## src/rtl/core/mts_pkg.sv

```systemverilog
// ----------------------------------------------------------------------------
// mts_pkg
// shared types and constants for the min tracking stack
// ----------------------------------------------------------------------------
package mts_pkg;

    localparam int MTS_DEPTH       = 256;
    localparam int MTS_VALUE_WIDTH = 32;

    typedef enum logic [1:0] {
        CMD_PUSH  = 2'd0,
        CMD_POP   = 2'd1,
        CMD_CLEAR = 2'd2,
        CMD_QUERY = 2'd3
    } t_cmd;

    typedef enum logic [1:0] {
        ST_OK    = 2'd0,
        ST_EMPTY = 2'd1,
        ST_FULL  = 2'd2
    } t_status;

    // controller to datapath
    typedef struct packed {
        logic capture;  // latch the incoming beat
        logic commit;   // apply the latched command and load the result
    } t_dp_cmd;

endpackage

```

## src/rtl/core/mts_ctrl.sv

```systemverilog
// ----------------------------------------------------------------------------
// mts_ctrl
// sequencer: accept a beat, execute it, hold the result until taken
// ----------------------------------------------------------------------------
module mts_ctrl (
    input  logic             i_clk,
    input  logic             i_rst_n,
    input  logic             i_in_valid,
    output logic             o_in_stall,
    output logic             o_out_valid,
    input  logic             i_out_stall,
    output mts_pkg::t_dp_cmd o_dp_cmd
);
    import mts_pkg::*;

    typedef enum logic [1:0] {
        S_IDLE = 2'b01,
        S_EXEC = 2'b10
    } t_state;

    t_state r_state, n_state;
    logic   r_out_valid, n_out_valid;
    logic   accept;
    logic   out_free;
    logic   commit;

    assign accept   = (r_state == S_IDLE) && i_in_valid;
    // output slot is free when empty or being drained this cycle
    assign out_free = !r_out_valid || !i_out_stall;
    assign commit   = (r_state == S_EXEC) && out_free;

    always_comb begin
        n_state     = r_state;
        n_out_valid = r_out_valid && i_out_stall;
        case (r_state)
            S_IDLE: begin
                if (i_in_valid) begin
                    n_state = S_EXEC;
                end
            end
            S_EXEC: begin
                if (out_free) begin
                    n_state     = S_IDLE;
                    n_out_valid = 1'b1;
                end
            end
            default: begin
                n_state = S_IDLE;
            end
        endcase
    end

    always_ff @(posedge i_clk) begin
        if (!i_rst_n) begin
            r_state     <= S_IDLE;
            r_out_valid <= 1'b0;
        end else begin
            r_state     <= n_state;
            r_out_valid <= n_out_valid;
        end
    end

    assign o_in_stall       = (r_state != S_IDLE);
    assign o_out_valid      = r_out_valid;
    assign o_dp_cmd.capture = accept;
    assign o_dp_cmd.commit  = commit;

endmodule

```

## config.mk

```make
export PLATFORM = sky130hd
export DESIGN_NAME = mts_ctrl
export DESIGN_NICKNAME = d
export VERILOG_FILES = /design/src/rtl/core/mts_pkg.sv /design/src/rtl/core/mts_ctrl.sv
export SDC_FILE = /design/constraint.sdc
export NUM_CORES = 1
export LEC_CHECK = 0
export ABC_AREA = 1
export ABC_CLOCK_PERIOD_IN_PS = 2490
export BUFFER_PORTS_ARGS = -buffer_cell sky130_fd_sc_hd__clkbuf_2
export CORE_AREA = 2 2 39 41
export CTS_BUF_LIST = sky130_fd_sc_hd__clkbuf_4
export CTS_CLUSTER_SIZE = 24
export DETAILED_ROUTE_END_ITERATION = 16
export DIE_AREA = 0 0 41 43
export GPL_ROUTABILITY_DRIVEN = 0
export PLACE_DENSITY_LB_ADDON = 0.3
export SLEW_MARGIN = 15
export SYNTH_ARGS = -nofsm -noshare
export SYNTH_HDL_FRONTEND = slang
export SYNTH_SLANG_ARGS = --single-unit
```

## constraint.sdc

```tcl
create_clock -name i_clk -period 2.49 [get_ports i_clk]
set_clock_uncertainty 0.1 [all_clocks]
set_input_delay 0.1245 -clock i_clk [delete_from_list [all_inputs] [get_ports i_clk]]
set_output_delay 0.1245 -clock i_clk [all_outputs]
set_load 0.005 [all_outputs]
```

==> flow_metrics.py <==
metrics = {
    "worst_setup_path": {
        "arrival_time_at_the_worst_endpoint_ps": 980,
        "crit_slowest_cell": "dfxtp_1",
        "highest_fanout_seen_on_the_critical_path": 3,
        "largest_delay_share_family_worst_path": "flip-flops",
        "crit_path_max_incr_delay_ps": 330,
        "worst-endpoint-required_ps": 2270,
        "critical_path_buf_inv_count": 2,
        "worst_setup_path_start_kind": "flip-flop",
        "timing.critical_path.cells": "nor2_2 -> inv_1 -> nor2_1 -> clkbuf_2",
        "setup.worst_path.class": "flip-flop to output port",
        "worstSetupEndpointType": "output port",
        "r2r_cells": 5,
        "r2r_slack_ps": 1630,
        "worst-path-stages": 4,
    },
    "grt": {
        "grt_first_pass_wirelength_um": 489,
        "via_count_of_the_first_global_routing_pass": 147,
        "grt_max_degree": 4,
        "grt_antenna_before_repair": 0,
        "overflow_after_grt": 0,
        "grt.total_usage": 0.0492,
    },
    "cts": {
        "holdBufCountCts": 1,
        "ctsRootBufferMaster": "clkbuf_4",
        "cts.htree.levels": 1,
        "clk_latency_ps": 230,
        "cts_tree": "done",
        "cts_resized": 0,
        "clk_transition_reported_paths_ps": 40,
        "postCtsSetupBuffers": 0,
        "clock_tree.buffer_depth": 2,
        "numClockSinks": 3,
        "cts_inserted_buffers": 3,
    },
    "routing": {
        "drt.antenna.violating_nets": 0,
        "routed_wire_length_per_instance_um": 6.11,
        "routed-wl-met2_um": 122,
        "pre_antenna_drt_iters": 1,
        "detailedRoute.firstIterationViolations": 0,
        "routed-wl-met3_um": 34,
        "m1WireLength_um": 125,
        "post-route-drc-count": 0,
        "highest_layer": "met3",
        "drt-vias-per-instance": 2.89,
        "routed_wl_um": 281,
        "route.vias.total": 133,
    },
    "finish": {
        "area.growth.synth_to_final_pct": 52.5,
        "final_layout_size_suffix_gt1_frac": 0.567,
        "final_nets": 35,
        "insertedDiodeCount": 0,
        "fillerInstances": 160,
        "utilization": 0.168,
    },
    "sta": {
        "setup_viol_count_final": 0,
        "min_period_ps": 1210,
        "worst-slew-pin-transition_ps": 132,
        "finalSetupTns_ps": 0,
        "finalMaxSlewViolations": 0,
        "post-route-period-util": 0.485,
        "timing.final.hold_violations": 0,
        "maxSlewHeadroom": 0.912,
        "fmax_ghz": 0.828,
        "unrepaired_setup_endpoints_after_global_routing": "no",
    },
    "logic_synthesis": {
        "mean_syn_cell_area_um2": 7.63,
        "synth-seq-area-share": 0.393,
        "synthesis.yosys.warnings": 0,
        "synth_cells": 20,
        "mappedNetlistArea_um2": 153,
        "synthesis_stage_register_bit_count": 3,
        "postSynthNetCount": 24,
        "yosys.cell_types.count": 10,
    },
    "floorplanning": {
        "overall_die_height_um": 43,
        "rows": 14,
        "start_util": 0.110,
        "die_area_um2": 1760,
        "core_um2": 1380,
        "floorplan.die.width_um": 41,
        "floorplan.io_pins": 8,
    },
    "hold_path": {
        "timing.hold.worst.class": "input pin to flip-flop",
        "holdPathStages": 3,
    },
    "pwr": {
        "power-per-cell-area_nw_per_um2": 707,
        "vdd_drop_max_mv": 0.119,
        "cellLeakagePower_nw": 0.129,
    },
    "job": {
        "drv.max_cap_violation_count": 0,
    },
    "status": {
        "run_status": "finished clean",
    },
    "placed_design": {
        "dp.final_hpwl_um": 231,
        "io_buffer_count": 7,
    },
}
-- metal layers --
layer  vias to the layer above  global-route usage
li1                         75                   -
met1                        53              0.0450
met2                         5              0.0531
met3                         0              0.0314
met4                         0              0.0800
met5                         -                   0
-- area by class of cell --
type | instances | area [um2] | area share
Tap cell | 16 | 20.0 | 0.0860
Multi-Input combinational cell | 10 | 58.8 | 0.253
Clock buffer | 4 | 30.0 | 0.129
Sequential cell | 3 | 60.1 | 0.258
Inverter | 5 | 18.8 | 0.0806
Timing Repair Buffer | 8 | 45.0 | 0.194
-- registers in the layout (all words and copies together) (netlist names) --
register / flops
r_state: 2
o_out_valid: 1
-- cell families after synthesis --
kind of cell | after synthesis | synth area share
AO/OA/AOI/OAI | 2 | 0.115
buffers and inverters | 7 | 0.221
AND/OR/NAND/NOR | 8 | 0.270
flip-flops | 3 | 0.393
-- stage by stage --
step	hold slack (ps)	power, W	setup slack [ps]	instance area, um2	instances
floorplan	93.2	0.0000633	1570	153	20
global placement	196	0.0000682	1510	193	41
detailed placement	198	0.0000682	1510	193	41
CTS	53.6	0.000170	1250	233	46
finish	63.6	0.000164	1280	233	46
global route	85.6	0.000173	1170	233	46
-- placed cells by master, fill, tap and decap left out, drive strengths merged --
master,count
clkbuf,11
nand2,5
inv,5
dfxtp,3
a21oi,2
nor2,2
nand3,1
dlygate4sd3,1
-- report_power, final --
group	internal, W	leakage (nW)	switching (W)
clock	0.0000709	0.0184	0.0000253
combinational	0.00000812	0.0864	0.00000791
sequential	0.0000507	0.0246	0.00000150
-- final timing paths --
path,endpoint,startpoint
max reg2reg,r_state[0],o_out_valid
min,o_out_valid,i_out_stall
max,o_dp_cmd[0],r_state[0]
min reg2reg,o_out_valid,o_out_valid
-- worst reg2reg max path, delay by kind of cell (launching register included) --
family / cells / cell delay (ps)
simple gates: 4 / 250
buf+inv: 1 / 90
flops: 1 / 320
-- synthesized netlist by cell type --
cell,n,area (um2)
nor2_1,1,3.75
inv_1,4,15.0
nand2_2,1,6.26
buf_4,2,15.0
nor2_2,1,6.26
nand3_2,1,10.0
nand2_1,4,15.0
dfxtp_1,3,60.1
a21oi_2,2,17.5
inv_2,1,3.75
No activity file was read; power rests on OpenSTA's default activity.
